$ cat src/cles_pkg.sv
// ---------------------------------------------------------------------------
// cles_pkg: shared definitions for the character LCD expander sequencer
// Opcodes, LCD command bytes, delays, queue entry layout and init tables.
// ---------------------------------------------------------------------------
`default_nettype none

package cles_pkg;

    // Display geometry.
    localparam int COLUMNS = 16;
    localparam int ROWS    = 2;
    localparam logic [7:0] COLUMNS_B = 8'(COLUMNS);
    localparam logic [2:0] ROWS_B    = 3'(ROWS);

    // Command queue between the front and the back part.
    localparam int QUEUE_DEPTH = 2;
    localparam int QPTR_W      = (QUEUE_DEPTH > 1) ? $clog2(QUEUE_DEPTH) : 1;
    localparam int QCNT_W      = $clog2(QUEUE_DEPTH + 1);

    // Request opcodes.
    localparam logic [2:0] OP_CHAR    = 3'd0;
    localparam logic [2:0] OP_COMMAND = 3'd1;
    localparam logic [2:0] OP_CURSOR  = 3'd2;
    localparam logic [2:0] OP_CLEAR   = 3'd3;
    localparam logic [2:0] OP_HOME    = 3'd4;
    localparam logic [2:0] OP_LIGHT   = 3'd5;
    localparam logic [2:0] OP_INIT    = 3'd6;

    // LCD command bytes and character codes.
    localparam logic [7:0] CMD_CLEAR    = 8'h01;
    localparam logic [7:0] CMD_HOME     = 8'h02;
    localparam logic [7:0] CMD_ENTRY    = 8'h06;
    localparam logic [7:0] CMD_DISPLAY  = 8'h0C;
    localparam logic [7:0] CMD_FUNCTION = 8'h28;
    localparam logic [7:0] CMD_SET_ADDR = 8'h80;
    localparam logic [7:0] ROW1_OFFSET  = 8'h40;
    localparam logic [7:0] NIB_WAKE     = 8'h30;
    localparam logic [7:0] NIB_FOUR_BIT = 8'h20;
    localparam logic [7:0] HIGH_NIBBLE  = 8'hF0;
    localparam logic [7:0] CHAR_NEWLINE = 8'h0A;

    // Delays in microseconds.
    localparam logic [15:0] DELAY_NONE       = 16'd0;
    localparam logic [15:0] DELAY_STROBE     = 16'd1;
    localparam logic [15:0] DELAY_SETTLE     = 16'd50;
    localparam logic [15:0] DELAY_CLEAR      = 16'd2050;
    localparam logic [15:0] DELAY_WAKE_FIRST = 16'd5050;
    localparam logic [15:0] DELAY_WAKE       = 16'd200;
    localparam logic [15:0] DELAY_POWER_UP   = 16'd50000;

    // Nibble sequencing.
    localparam int NIB_W = 4;
    localparam logic [NIB_W-1:0] INIT_LAST_NIB = 4'd11;
    localparam logic [NIB_W-1:0] BYTE_LAST_NIB = 4'd1;

    localparam logic [1:0] PH_DATA    = 2'd0;
    localparam logic [1:0] PH_STROBE  = 2'd1;
    localparam logic [1:0] PH_RELEASE = 2'd2;

    typedef enum logic [1:0] {
        KIND_BYTE  = 2'd0,
        KIND_LIGHT = 2'd1,
        KIND_INIT  = 2'd2
    } kind_t;

    // One classified request waiting for the back part.
    typedef struct packed {
        kind_t      kind;
        logic [7:0] value;      // LCD byte for KIND_BYTE
        logic       rs_on;      // OR in the register select pattern
        logic       long_tail;  // clear or home: long final wait
        logic       light_on;   // backlight state for this request
    } entry_t;

    typedef struct packed {
        logic [7:0] rs;
        logic [7:0] en;
        logic [7:0] bl;
    } masks_t;

    function automatic logic [7:0] hi_nib(input logic [7:0] v);
        hi_nib = v & HIGH_NIBBLE;
    endfunction

    function automatic logic [7:0] lo_nib(input logic [7:0] v);
        lo_nib = {v[3:0], 4'h0};
    endfunction

    // Nibbles of the power-up sequence, in the upper four bits.
    function automatic logic [7:0] init_nibble(input logic [NIB_W-1:0] idx);
        unique case (idx)
            4'd0, 4'd1, 4'd2: init_nibble = NIB_WAKE;
            4'd3:  init_nibble = NIB_FOUR_BIT;
            4'd4:  init_nibble = hi_nib(CMD_FUNCTION);
            4'd5:  init_nibble = lo_nib(CMD_FUNCTION);
            4'd6:  init_nibble = hi_nib(CMD_DISPLAY);
            4'd7:  init_nibble = lo_nib(CMD_DISPLAY);
            4'd8:  init_nibble = hi_nib(CMD_ENTRY);
            4'd9:  init_nibble = lo_nib(CMD_ENTRY);
            4'd10: init_nibble = hi_nib(CMD_CLEAR);
            4'd11: init_nibble = lo_nib(CMD_CLEAR);
            default: init_nibble = 8'h00;
        endcase
    endfunction

    // Wait after the enable-low write of each power-up nibble.
    function automatic logic [15:0] init_delay(input logic [NIB_W-1:0] idx);
        unique case (idx)
            4'd0:             init_delay = DELAY_WAKE_FIRST;
            4'd1, 4'd2, 4'd3: init_delay = DELAY_WAKE;
            4'd11:            init_delay = DELAY_CLEAR;
            default:          init_delay = DELAY_SETTLE;
        endcase
    endfunction

endpackage

`default_nettype wire

$ cat src/cles_if.sv
// ---------------------------------------------------------------------------
// cles_if: request and result channels
// Valid/ready channels; a beat moves when valid and ready are both high.
// ---------------------------------------------------------------------------
`default_nettype none

interface cles_req_if;
    logic       valid;
    logic       ready;
    logic [2:0] opcode;
    logic [7:0] data_byte;
    logic [4:0] cursor_column;
    logic [1:0] cursor_row;
    logic       backlight_request;

    modport source (output valid, opcode, data_byte, cursor_column, cursor_row,
                    backlight_request, input ready);
    modport sink   (input valid, opcode, data_byte, cursor_column, cursor_row,
                    backlight_request, output ready);
endinterface

interface cles_rsp_if;
    logic        valid;
    logic        ready;
    logic [7:0]  expander_byte;
    logic        bus_write;
    logic [15:0] delay_after_us;
    logic        last_of_run;

    modport source (output valid, expander_byte, bus_write, delay_after_us,
                    last_of_run, input ready);
    modport sink   (input valid, expander_byte, bus_write, delay_after_us,
                    last_of_run, output ready);
endinterface

`default_nettype wire

$ cat src/char_lcd_expander_sequencer_unit.sv
// ---------------------------------------------------------------------------
// char_lcd_expander_sequencer_unit: character LCD sequencer, expander side
// Turns LCD requests into timed port expander writes for a 4-bit display.
// ---------------------------------------------------------------------------
//
//  Channel   Direction  Beat carries
//  -------   ---------  ------------------------------------------------------
//  req       in         opcode, data_byte, cursor_column, cursor_row,
//                       backlight_request
//  rsp       out        expander_byte, bus_write, delay_after_us, last_of_run
//  cfg_*     in         register index and data, written when cfg_write is high
//
//  A request is classified in the cycle it is accepted and enters a two-entry
//  queue; the back part emits one result beat per cycle from the queue head
//  unless rsp stalls. A character or command is sent as its high and low nibble,
//  backlight as a single beat and init as a power-up wait followed by its
//  nibbles. Dropped requests produce no beats. rsp is stalled independently
//  through its output register; req is stalled only when the queue is full.
//  Reset is asynchronous and active low; it restores the default masks and turns the backlight state on.
// ---------------------------------------------------------------------------
`default_nettype none

module char_lcd_expander_sequencer_unit (
    input  wire logic       clk,
    input  wire logic       rst_n,
    input  wire logic       cfg_write,
    input  wire logic [1:0] cfg_index,
    input  wire logic [7:0] cfg_data,
    cles_req_if.sink        req,
    cles_rsp_if.source      rsp
);

    // Configuration register indexes.
    localparam logic [1:0] CFG_RS_MASK = 2'd0;
    localparam logic [1:0] CFG_EN_MASK = 2'd1;
    localparam logic [1:0] CFG_BL_MASK = 2'd2;

    cles_pkg::masks_t masks_reg;
    cles_pkg::entry_t push_entry;
    cles_pkg::entry_t head;
    logic             push;
    logic             q_full;
    logic             pop;
    logic             head_valid;

    // The user must write the masks only while the block is idle, so the back
    // part can read them directly; the block does not enforce this. A write to the unused index is dropped.
    always_ff @(posedge clk or negedge rst_n)
    begin
        if (!rst_n)
        begin
            masks_reg.rs <= 8'h01;
            masks_reg.en <= 8'h04;
            masks_reg.bl <= 8'h08;
        end
        else if (cfg_write)
        begin
            unique case (cfg_index)
                CFG_RS_MASK: masks_reg.rs <= cfg_data;
                CFG_EN_MASK: masks_reg.en <= cfg_data;
                CFG_BL_MASK: masks_reg.bl <= cfg_data;
                default:     masks_reg    <= masks_reg;
            endcase
        end
    end

    // Front part: classifies each request and tracks the backlight state,
    // so every queued entry carries the backlight bit it must be sent with.
    cles_front u_front (
        .clk    (clk),
        .rst_n  (rst_n),
        .req    (req),
        .q_full (q_full),
        .push   (push),
        .entry  (push_entry)
    );

    cles_queue u_queue (
        .clk        (clk),
        .rst_n      (rst_n),
        .push       (push),
        .push_entry (push_entry),
        .full       (q_full),
        .pop        (pop),
        .head_valid (head_valid),
        .head       (head)
    );

    // Back part: expands the head entry into nibble writes with delays; a backlight entry becomes a single write.
    cles_back u_back (
        .clk        (clk),
        .rst_n      (rst_n),
        .masks      (masks_reg),
        .head_valid (head_valid),
        .head       (head),
        .pop        (pop),
        .rsp        (rsp)
    );

endmodule

`default_nettype wire

$ cat src/cles_front.sv
// ---------------------------------------------------------------------------
// cles_front: request classifier
// Turns each request beat into a queue entry and keeps the backlight state.
// ---------------------------------------------------------------------------
`default_nettype none

module cles_front (
    input  wire logic            clk,
    input  wire logic            rst_n,
    cles_req_if.sink             req,
    input  wire logic            q_full,
    output logic                 push,
    output cles_pkg::entry_t     entry
);

    logic       light_reg;
    logic       light_next;
    logic       accept;
    logic       produce;
    logic       newline;
    logic [4:0] cur_col;
    logic [1:0] cur_row;
    logic       cursor_ok;
    logic [7:0] row_off;
    logic [7:0] cursor_cmd;

    assign req.ready = !q_full;
    assign accept    = req.valid && req.ready;
    assign push      = accept && produce;

    assign light_next = (req.opcode == cles_pkg::OP_LIGHT) ? req.backlight_request
                                                           : light_reg;

    // A newline is a cursor move to the start of the second row.
    assign newline = (req.data_byte == cles_pkg::CHAR_NEWLINE);
    assign cur_col = (req.opcode == cles_pkg::OP_CHAR) ? 5'd0 : req.cursor_column;
    assign cur_row = (req.opcode == cles_pkg::OP_CHAR) ? 2'd1 : req.cursor_row;

    assign cursor_ok = (8'(cur_col) < cles_pkg::COLUMNS_B)
                    && ({1'b0, cur_row} < cles_pkg::ROWS_B);

    always_comb
    begin
        row_off = 8'h00;
        if (cur_row[0])
        begin
            row_off = cles_pkg::ROW1_OFFSET;
        end
        if (cur_row[1])
        begin
            row_off = row_off + cles_pkg::COLUMNS_B;
        end
    end

    assign cursor_cmd = cles_pkg::CMD_SET_ADDR | (8'(cur_col) + row_off);

    always_comb
    begin
        entry.kind      = cles_pkg::KIND_BYTE;
        entry.value     = req.data_byte;
        entry.rs_on     = 1'b0;
        entry.long_tail = 1'b0;
        entry.light_on  = light_next;
        produce         = 1'b1;
        unique case (req.opcode)
            cles_pkg::OP_CHAR:
            begin
                if (newline)
                begin
                    entry.value = cursor_cmd;
                    produce     = cursor_ok;
                end
                else
                begin
                    entry.rs_on = 1'b1;
                end
            end
            cles_pkg::OP_COMMAND:
            begin
                entry.value = req.data_byte;
            end
            cles_pkg::OP_CURSOR:
            begin
                entry.value = cursor_cmd;
                produce     = cursor_ok;
            end
            cles_pkg::OP_CLEAR:
            begin
                entry.value     = cles_pkg::CMD_CLEAR;
                entry.long_tail = 1'b1;
            end
            cles_pkg::OP_HOME:
            begin
                entry.value     = cles_pkg::CMD_HOME;
                entry.long_tail = 1'b1;
            end
            cles_pkg::OP_LIGHT:
            begin
                entry.kind = cles_pkg::KIND_LIGHT;
            end
            cles_pkg::OP_INIT:
            begin
                entry.kind = cles_pkg::KIND_INIT;
            end
            default:
            begin
                produce = 1'b0;
            end
        endcase
    end

    always_ff @(posedge clk or negedge rst_n)
    begin
        if (!rst_n)
        begin
            light_reg <= 1'b1;
        end
        else if (accept)
        begin
            light_reg <= light_next;
        end
    end

endmodule

`default_nettype wire

$ cat src/cles_queue.sv
// ---------------------------------------------------------------------------
// cles_queue: command queue
// Short FIFO of classified requests between the front and the back part.
// ---------------------------------------------------------------------------
`default_nettype none

module cles_queue (
    input  wire logic             clk,
    input  wire logic             rst_n,
    input  wire logic             push,
    input  wire cles_pkg::entry_t push_entry,
    output logic                  full,
    input  wire logic             pop,
    output logic                  head_valid,
    output cles_pkg::entry_t      head
);

    cles_pkg::entry_t              slots [cles_pkg::QUEUE_DEPTH];
    logic [cles_pkg::QPTR_W-1:0]   wr_ptr_reg;
    logic [cles_pkg::QPTR_W-1:0]   wr_ptr_next;
    logic [cles_pkg::QPTR_W-1:0]   rd_ptr_reg;
    logic [cles_pkg::QPTR_W-1:0]   rd_ptr_next;
    logic [cles_pkg::QCNT_W-1:0]   count_reg;
    logic [cles_pkg::QCNT_W-1:0]   count_next;
    logic                          do_push;
    logic                          do_pop;

    localparam logic [cles_pkg::QPTR_W-1:0] LAST_SLOT =
        cles_pkg::QPTR_W'(cles_pkg::QUEUE_DEPTH - 1);
    localparam logic [cles_pkg::QCNT_W-1:0] FULL_COUNT =
        cles_pkg::QCNT_W'(cles_pkg::QUEUE_DEPTH);

    assign full       = (count_reg == FULL_COUNT);
    assign head_valid = (count_reg != '0);
    assign head       = slots[rd_ptr_reg];
    assign do_push    = push && !full;
    assign do_pop     = pop && head_valid;

    always_comb
    begin
        wr_ptr_next = wr_ptr_reg;
        rd_ptr_next = rd_ptr_reg;
        count_next  = count_reg;
        if (do_push)
        begin
            wr_ptr_next = (wr_ptr_reg == LAST_SLOT) ? '0 : wr_ptr_reg + 1'b1;
        end
        if (do_pop)
        begin
            rd_ptr_next = (rd_ptr_reg == LAST_SLOT) ? '0 : rd_ptr_reg + 1'b1;
        end
        if (do_push && !do_pop)
        begin
            count_next = count_reg + 1'b1;
        end
        else if (do_pop && !do_push)
        begin
            count_next = count_reg - 1'b1;
        end
    end

    always_ff @(posedge clk or negedge rst_n)
    begin
        if (!rst_n)
        begin
            wr_ptr_reg <= '0;
            rd_ptr_reg <= '0;
            count_reg  <= '0;
        end
        else
        begin
            wr_ptr_reg <= wr_ptr_next;
            rd_ptr_reg <= rd_ptr_next;
            count_reg  <= count_next;
        end
    end

    always_ff @(posedge clk)
    begin
        if (do_push)
        begin
            slots[wr_ptr_reg] <= push_entry;
        end
    end

endmodule

`default_nettype wire

$ cat src/cles_back.sv
// ---------------------------------------------------------------------------
// cles_back: expander write sequencer
// Walks the queue head through its nibbles and writes one result per cycle unless rsp stalls.
// ---------------------------------------------------------------------------
`default_nettype none

module cles_back (
    input  wire logic             clk,
    input  wire logic             rst_n,
    input  wire cles_pkg::masks_t masks,
    input  wire logic             head_valid,
    input  wire cles_pkg::entry_t head,
    output logic                  pop,
    cles_rsp_if.source            rsp
);

    logic [cles_pkg::NIB_W-1:0] nib_reg;
    logic [cles_pkg::NIB_W-1:0] nib_next;
    logic [1:0]                 phase_reg;
    logic [1:0]                 phase_next;
    logic                       waited_reg;
    logic                       waited_next;
    logic                       out_valid_reg;
    logic [7:0]                 out_byte_reg;
    logic                       out_write_reg;
    logic [15:0]                out_delay_reg;
    logic                       out_last_reg;

    logic                       out_free;
    logic                       advance;
    logic [7:0]                 bl_bits;
    logic [7:0]                 nib_val;
    logic [15:0]                tail_delay;
    logic [cles_pkg::NIB_W-1:0] last_nib;
    logic [7:0]                 beat_byte;
    logic                       beat_write;
    logic [15:0]                beat_delay;
    logic                       beat_last;
    logic                       beat_is_wait;

    assign out_free = !out_valid_reg || rsp.ready;
    assign advance  = head_valid && out_free;
    assign pop      = advance && beat_last;
    assign bl_bits  = head.light_on ? masks.bl : 8'h00;

    always_comb
    begin
        if (head.kind == cles_pkg::KIND_INIT)
        begin
            nib_val    = cles_pkg::init_nibble(nib_reg);
            tail_delay = cles_pkg::init_delay(nib_reg);
            last_nib   = cles_pkg::INIT_LAST_NIB;
        end
        else
        begin
            nib_val    = (nib_reg == '0) ? cles_pkg::hi_nib(head.value)
                                         : cles_pkg::lo_nib(head.value);
            nib_val    = nib_val | (head.rs_on ? masks.rs : 8'h00);
            tail_delay = (nib_reg == cles_pkg::BYTE_LAST_NIB && head.long_tail)
                       ? cles_pkg::DELAY_CLEAR : cles_pkg::DELAY_SETTLE;
            last_nib   = cles_pkg::BYTE_LAST_NIB;
        end
    end

    // Power-up starts with a pure wait before its first nibble.
    assign beat_is_wait = (head.kind == cles_pkg::KIND_INIT) && !waited_reg;

    always_comb
    begin
        beat_byte  = 8'h00;
        beat_write = 1'b1;
        beat_delay = cles_pkg::DELAY_NONE;
        beat_last  = 1'b0;
        if (head.kind == cles_pkg::KIND_LIGHT)
        begin
            beat_byte = bl_bits;
            beat_last = 1'b1;
        end
        else if (beat_is_wait)
        begin
            beat_write = 1'b0;
            beat_delay = cles_pkg::DELAY_POWER_UP;
        end
        else
        begin
            unique case (phase_reg)
                cles_pkg::PH_DATA:
                begin
                    beat_byte = nib_val | bl_bits;
                end
                cles_pkg::PH_STROBE:
                begin
                    beat_byte  = nib_val | masks.en | bl_bits;
                    beat_delay = cles_pkg::DELAY_STROBE;
                end
                default:
                begin
                    beat_byte  = (nib_val & ~masks.en) | bl_bits;
                    beat_delay = tail_delay;
                    beat_last  = (nib_reg == last_nib);
                end
            endcase
        end
    end

    always_comb
    begin
        nib_next    = nib_reg;
        phase_next  = phase_reg;
        waited_next = waited_reg;
        if (advance)
        begin
            if (beat_last)
            begin
                nib_next    = '0;
                phase_next  = cles_pkg::PH_DATA;
                waited_next = 1'b0;
            end
            else if (beat_is_wait)
            begin
                waited_next = 1'b1;
            end
            else if (phase_reg == cles_pkg::PH_RELEASE)
            begin
                phase_next = cles_pkg::PH_DATA;
                nib_next   = nib_reg + 1'b1;
            end
            else
            begin
                phase_next = phase_reg + 1'b1;
            end
        end
    end

    always_ff @(posedge clk or negedge rst_n)
    begin
        if (!rst_n)
        begin
            nib_reg       <= '0;
            phase_reg     <= cles_pkg::PH_DATA;
            waited_reg    <= 1'b0;
            out_valid_reg <= 1'b0;
        end
        else
        begin
            nib_reg    <= nib_next;
            phase_reg  <= phase_next;
            waited_reg <= waited_next;
            if (out_free)
            begin
                out_valid_reg <= head_valid;
            end
        end
    end

    always_ff @(posedge clk)
    begin
        if (advance)
        begin
            out_byte_reg  <= beat_byte;
            out_write_reg <= beat_write;
            out_delay_reg <= beat_delay;
            out_last_reg  <= beat_last;
        end
    end

    assign rsp.valid          = out_valid_reg;
    assign rsp.expander_byte  = out_byte_reg;
    assign rsp.bus_write      = out_write_reg;
    assign rsp.delay_after_us = out_delay_reg;
    assign rsp.last_of_run    = out_last_reg;

endmodule

`default_nettype wire

$ cat src/flat_wrapper.sv
// flat-port wrapper written by rule: the top's interface ports become plain ports
module char_lcd_expander_sequencer_unit_flat 
  (clk, rst_n, cfg_write, cfg_index, cfg_data, req_valid, req_opcode, req_data_byte, req_cursor_column, req_cursor_row, req_backlight_request, req_ready, rsp_valid, rsp_expander_byte, rsp_bus_write, rsp_delay_after_us, rsp_last_of_run, rsp_ready);
  cles_req_if req_i ();
  cles_rsp_if rsp_i ();
  input  wire logic clk;
  input  wire logic rst_n;
  input  wire logic cfg_write;
  input  wire logic [1:0] cfg_index;
  input  wire logic [7:0] cfg_data;
  input wire logic [$bits(req_i.valid)-1:0] req_valid;
  input wire logic [$bits(req_i.opcode)-1:0] req_opcode;
  input wire logic [$bits(req_i.data_byte)-1:0] req_data_byte;
  input wire logic [$bits(req_i.cursor_column)-1:0] req_cursor_column;
  input wire logic [$bits(req_i.cursor_row)-1:0] req_cursor_row;
  input wire logic [$bits(req_i.backlight_request)-1:0] req_backlight_request;
  output wire logic [$bits(req_i.ready)-1:0] req_ready;
  output wire logic [$bits(rsp_i.valid)-1:0] rsp_valid;
  output wire logic [$bits(rsp_i.expander_byte)-1:0] rsp_expander_byte;
  output wire logic [$bits(rsp_i.bus_write)-1:0] rsp_bus_write;
  output wire logic [$bits(rsp_i.delay_after_us)-1:0] rsp_delay_after_us;
  output wire logic [$bits(rsp_i.last_of_run)-1:0] rsp_last_of_run;
  input wire logic [$bits(rsp_i.ready)-1:0] rsp_ready;
  assign req_i.valid = req_valid;
  assign req_i.opcode = req_opcode;
  assign req_i.data_byte = req_data_byte;
  assign req_i.cursor_column = req_cursor_column;
  assign req_i.cursor_row = req_cursor_row;
  assign req_i.backlight_request = req_backlight_request;
  assign req_ready = req_i.ready;
  assign rsp_valid = rsp_i.valid;
  assign rsp_expander_byte = rsp_i.expander_byte;
  assign rsp_bus_write = rsp_i.bus_write;
  assign rsp_delay_after_us = rsp_i.delay_after_us;
  assign rsp_last_of_run = rsp_i.last_of_run;
  assign rsp_i.ready = rsp_ready;
  char_lcd_expander_sequencer_unit u_core (.clk(clk), .rst_n(rst_n), .cfg_write(cfg_write), .cfg_index(cfg_index), .cfg_data(cfg_data), .req(req_i), .rsp(rsp_i));
endmodule
$ cat config.mk
export PLATFORM = sky130hd
export DESIGN_NAME = char_lcd_expander_sequencer_unit_flat
export DESIGN_NICKNAME = d
export VERILOG_FILES = /design/src/cles_pkg.sv /design/src/cles_if.sv /design/src/char_lcd_expander_sequencer_unit.sv /design/src/cles_front.sv /design/src/cles_queue.sv /design/src/cles_back.sv /design/src/flat_wrapper.sv
export SDC_FILE = /design/constraint.sdc
export NUM_CORES = 1
export LEC_CHECK = 0
export BUFFER_PORTS_ARGS = -buffer_cell sky130_fd_sc_hd__buf_4
export CAP_MARGIN = 20
export CORE_MARGIN = 1.5
export CORE_UTILIZATION = 47
export CTS_CLUSTER_SIZE = 14
export DETAILED_ROUTE_END_ITERATION = 8
export GPL_ROUTABILITY_DRIVEN = 0
export PLACE_DENSITY = 0.68
export SYNTH_ARGS = -nofsm -noshare
export SYNTH_HDL_FRONTEND = slang
export SYNTH_SLANG_ARGS = --single-unit
export TNS_END_PERCENT = 5
$ cat constraint.sdc
create_clock -name clk -period 4.4 [get_ports clk]
set_clock_uncertainty 0.05 [all_clocks]
set_input_delay 0.66 -clock clk [delete_from_list [all_inputs] [get_ports clk]]
set_output_delay 0.66 -clock clk [all_outputs]
set_load 0.02 [all_outputs]
==> metrics list <==
- The synthesized netlist contains 59 unique library cells.
* Number of hold violations in the final report: 0
- For this run, design rule violations remaining after detail routing come to 0.
* Placeable core area: 8640 um^2
- CTS placed an instance of sky130_fd_sc_hd__clkbuf_8 at the clock tree root.
- The register with the most flip-flops in the layout has 26 of them.
- Counting cells, the worst reg-to-reg path comes to 8.
- Fraction of synthesis flops using an asynchronous set or reset pin: 44.6%
* Layout cell share with drive strength beyond 1: 31.0%
* Normalized max-slew margin: 42.6%
- Filler cells: 730
- Max Transition Viols Final: 0
- Measured slew at the worst slew-check pin: 860 ps
- TritonCTS clock tree: yes
- The number of antenna violations at the first check in global routing came to 0.
- Crit-path max FO: 14
- Dividing the detail-routed wire length by the instance count gives 17.2 um.
- Setup violations remaining at the end of the flow were counted as 0.
- The endpoint identified for the worst register-to-register timing path is u_core.u_queue.count_reg[1]$_DFFE_PN0P_.
- R2r startpoint: u_core.u_queue.rd_ptr_reg$_DFFE_PN0P_
* Number of antenna-violating nets in the routed design: 0
- The multi-input combinational cells in the finished layout cover a total of 1680 um^2.
- Total Neg Setup Slack: 0 ps
- After detailed routing, the total wire length is 8.61 mm.
- The number of hold buffers added after CTS was 0.
* Number of buffers between clock root and the deepest sink: 2
* Inserted Clock Buffers: 9
* Library cell with the largest summed area after synthesis: sky130_fd_sc_hd__edfxtp_1
- Flip-flop and latch count after synthesis: 83
* Setup Crit Path Kind: register to register
- A synthesized cell averages 12.4 um^2.
- Synthesized instance count: 334
- Via count of the routed design: 2891
- All-Layer GR Usage: 18.6%
- Gates resized during post-CTS repair numbered 0.
* Post-synth EDFFs: 46
* First-pass detailed-route iteration total: 7
- For this configuration, the core starts out at a cell density of 47.9%.
* Vias in the first global route: 2822
- The worst-case IR drop observed on VDD is 0.000282 V.
- Sort of element at the end of the critical path: register
- Leakage Power: 1.95 nW
- The path class of the tightest hold or removal check is primary input to async pin.
* NumNets Final: 432
- Kind of launch point of the worst setup path: register
- Signed area change from the synthesized netlist to the final layout: 17.2%
- Number of warnings printed during yosys synthesis: 0
- Die ar.: 9370 um^2
* Routed via count divided by cell count: 5.77
* Fraction of the yosys area taken by sequential cells: 55.9%
- After synthesis, the largest area contributor takes up 33.4% of total cell area.
- The worst path needs 2510 ps of the cycle, external delays included.
* Die extent in x: 96.8 um
* Clk pin slew, worst setup/hold paths: 90 ps
* H-tree depth: 3
- In this run the vertical extent of the chip is 96.8 um.
- The first global-routing pass estimated 13.8 mm of wire.
- Area contributors post-synth: sky130_fd_sc_hd__edfxtp_1 33%, sky130_fd_sc_hd__dfrtp_1 20%, sky130_fd_sc_hd__mux2_2 8.2%
* Setup repair after global routing missed its margin: no
- After synthesis, the most frequently instantiated cells are 46 x sky130_fd_sc_hd__edfxtp_1, 33 x sky130_fd_sc_hd__dfrtp_1, 30 x sky130_fd_sc_hd__mux2_2.
* Number of buffers added on ports: 58
- Dividing total power by cell area gives a power density of 617 nW/um^2.
- Ratio of final minimum period to clock period: 57.0%
- 0 antenna diodes ended up in the layout.
* # IOs: 62
- Clock insertion delay at the later pin of the skew report: 350 ps
- In the synthesized netlist the dominant register cell turns out to be sky130_fd_sc_hd__edfxtp_1.
- After legalization and detailed placement, the total HPWL measured 6.17 mm.
- Rows: 34
- Dominant cell by count in the synthesized netlist: sky130_fd_sc_hd__edfxtp_1
- The worst register-to-register path has a setup slack of 1890 ps.
- Result of the run: completed
- Clock sink count: 83
- Total power after layout: 2.99 mW
* Critical path data required time: 4630 ps
* Highest attainable clock frequency: 399 MHz
- Max-cap violations in this run came to 0.
- In this run the cell area of the synthesized design comes to 4140 um^2.
- In this run, the number of DRC markers left after iteration 0 of detailed routing was 174.
- Data arrives at the worst endpoint at 2730 ps.
* Pin count of the biggest net entering global routing: 38
* Sequential cell area: 2310 um^2
* Setup bufs post-CTS: 0
- Global routing finished with a remaining overflow of 0.
[kinds of logic (layout without fill, tap and decap cells)]
logic type / count (synthesis) / count (layout) / synth area share [%]
buffers and inverters: 34 / 91 / 3.90
adder cells (fa/ha/maj): 10 / 10 / 3.02
other: 1 / 3 / 0.0907
XOR/XNOR: 5 / 5 / 1.06
AO/OA/AOI/OAI: 73 / 73 / 13.6
multiplexers: 34 / 34 / 10.3
flip-flops: 83 / 83 / 55.9
AND/OR/NAND/NOR: 94 / 94 / 12.1
[worst max path at each step]
stage | start | to | slack, ps | cells after the start
6_report | u_core.u_queue.rd_ptr_reg$_DFFE_PN0P_ | u_core.u_queue.count_reg[1]$_DFFE_PN0P_ | 1890 | 8
5_1_grt | u_core.u_queue.rd_ptr_reg$_DFFE_PN0P_ | u_core.u_queue.count_reg[1]$_DFFE_PN0P_ | 1720 | 8
4_1_cts | u_core.u_queue.rd_ptr_reg$_DFFE_PN0P_ | u_core.u_queue.count_reg[1]$_DFFE_PN0P_ | 1860 | 8
3_5_place_dp | req_opcode[2] | u_core.u_queue.slots[1][10]$_DFFE_PP_ | 1560 | 8
3_3_place_gp | req_opcode[2] | u_core.u_queue.slots[1][6]$_DFFE_PP_ | 1680 | 8
2_1_floorplan | req_opcode[0] | u_core.u_queue.slots[0][0]$_DFFE_PP_ | 1600 | 8
[worst max-delay path, cell delays in order (launching register included)]
cell and delay [ps]:
sky130_fd_sc_hd__dfrtp_1 610, sky130_fd_sc_hd__or3b_4 500, sky130_fd_sc_hd__and2_4 230, sky130_fd_sc_hd__o211ai_4 270
sky130_fd_sc_hd__nand2_1 160, sky130_fd_sc_hd__ha_1 220, sky130_fd_sc_hd__xor2_1 140, sky130_fd_sc_hd__nor2_1 120
sky130_fd_sc_hd__xor2_1 150
[stage by stage]
step                utilization, %  hold slack [ps]  cell area [um^2]  instances  setup WS, ps
finish                        56.1              217              4850        501          1890
global route                  56.1              233              4850        501          1720
CTS                           56.1              217              4850        501          1860
detailed placement            53.6              429              4630        485          1560
global placement              53.6              428              4630        485          1680
floorplan                        -              314              4140        336          1600
[power by group]
part	switching [mW]	total (mW)	internal, mW
clock	0.273	0.567	0.294
combinational	0.616	1.11	0.497
sequential	0.197	1.31	1.12
[area by class of cell]
cell class                 count  area share [%]
tap                          108            2.79
inverter                      15            1.16
sequential                    83            47.7
multi-input combinational    219            34.6
clock buffer                  13            3.95
timing repair buffer          60            9.29
clock inverter                 3           0.490
[routing by layer]
metal  up-vias  share of wire (%)  global-route usage [%]
met5         -                  0                       0
met3        10                4.9                    4.12
li1       1350                  -                       -
met1      1420                 43                    23.7
met2       111                 50                    31.0
met4         0                1.5                    7.58
[layout by cell type (no fill, tap or decap), types with 3 or more instances in the layout]
cell type	Yosys	layout
sky130_fd_sc_hd__buf_4	6	60
sky130_fd_sc_hd__a31oi_1	3	3
sky130_fd_sc_hd__o22ai_1	4	4
sky130_fd_sc_hd__edfxtp_1	46	46
sky130_fd_sc_hd__and2_1	4	4
sky130_fd_sc_hd__mux4_2	4	4
sky130_fd_sc_hd__inv_1	15	15
sky130_fd_sc_hd__nand2_1	27	27
sky130_fd_sc_hd__a21oi_1	16	16
sky130_fd_sc_hd__o211ai_1	3	3
sky130_fd_sc_hd__mux2_2	30	30
sky130_fd_sc_hd__nor2b_1	6	6
sky130_fd_sc_hd__nand3_1	7	7
sky130_fd_sc_hd__nor2_1	17	17
sky130_fd_sc_hd__nand2b_1	6	6
sky130_fd_sc_hd__dfstp_2	4	4
sky130_fd_sc_hd__xor2_1	3	3
sky130_fd_sc_hd__dfrtp_1	33	33
sky130_fd_sc_hd__or3_1	3	3
sky130_fd_sc_hd__clkbuf_8	0	10
sky130_fd_sc_hd__o21ai_0	7	7
sky130_fd_sc_hd__and3_1	3	3
sky130_fd_sc_hd__ha_1	10	10
sky130_fd_sc_hd__nor4_1	3	3
sky130_fd_sc_hd__a32o_1	7	7
sky130_fd_sc_hd__a22o_1	6	6
sky130_fd_sc_hd__nand3b_1	5	5
sky130_fd_sc_hd__conb_1	1	3
sky130_fd_sc_hd__a22oi_1	4	4
Note: power is estimated with default switching activity, not from simulation.
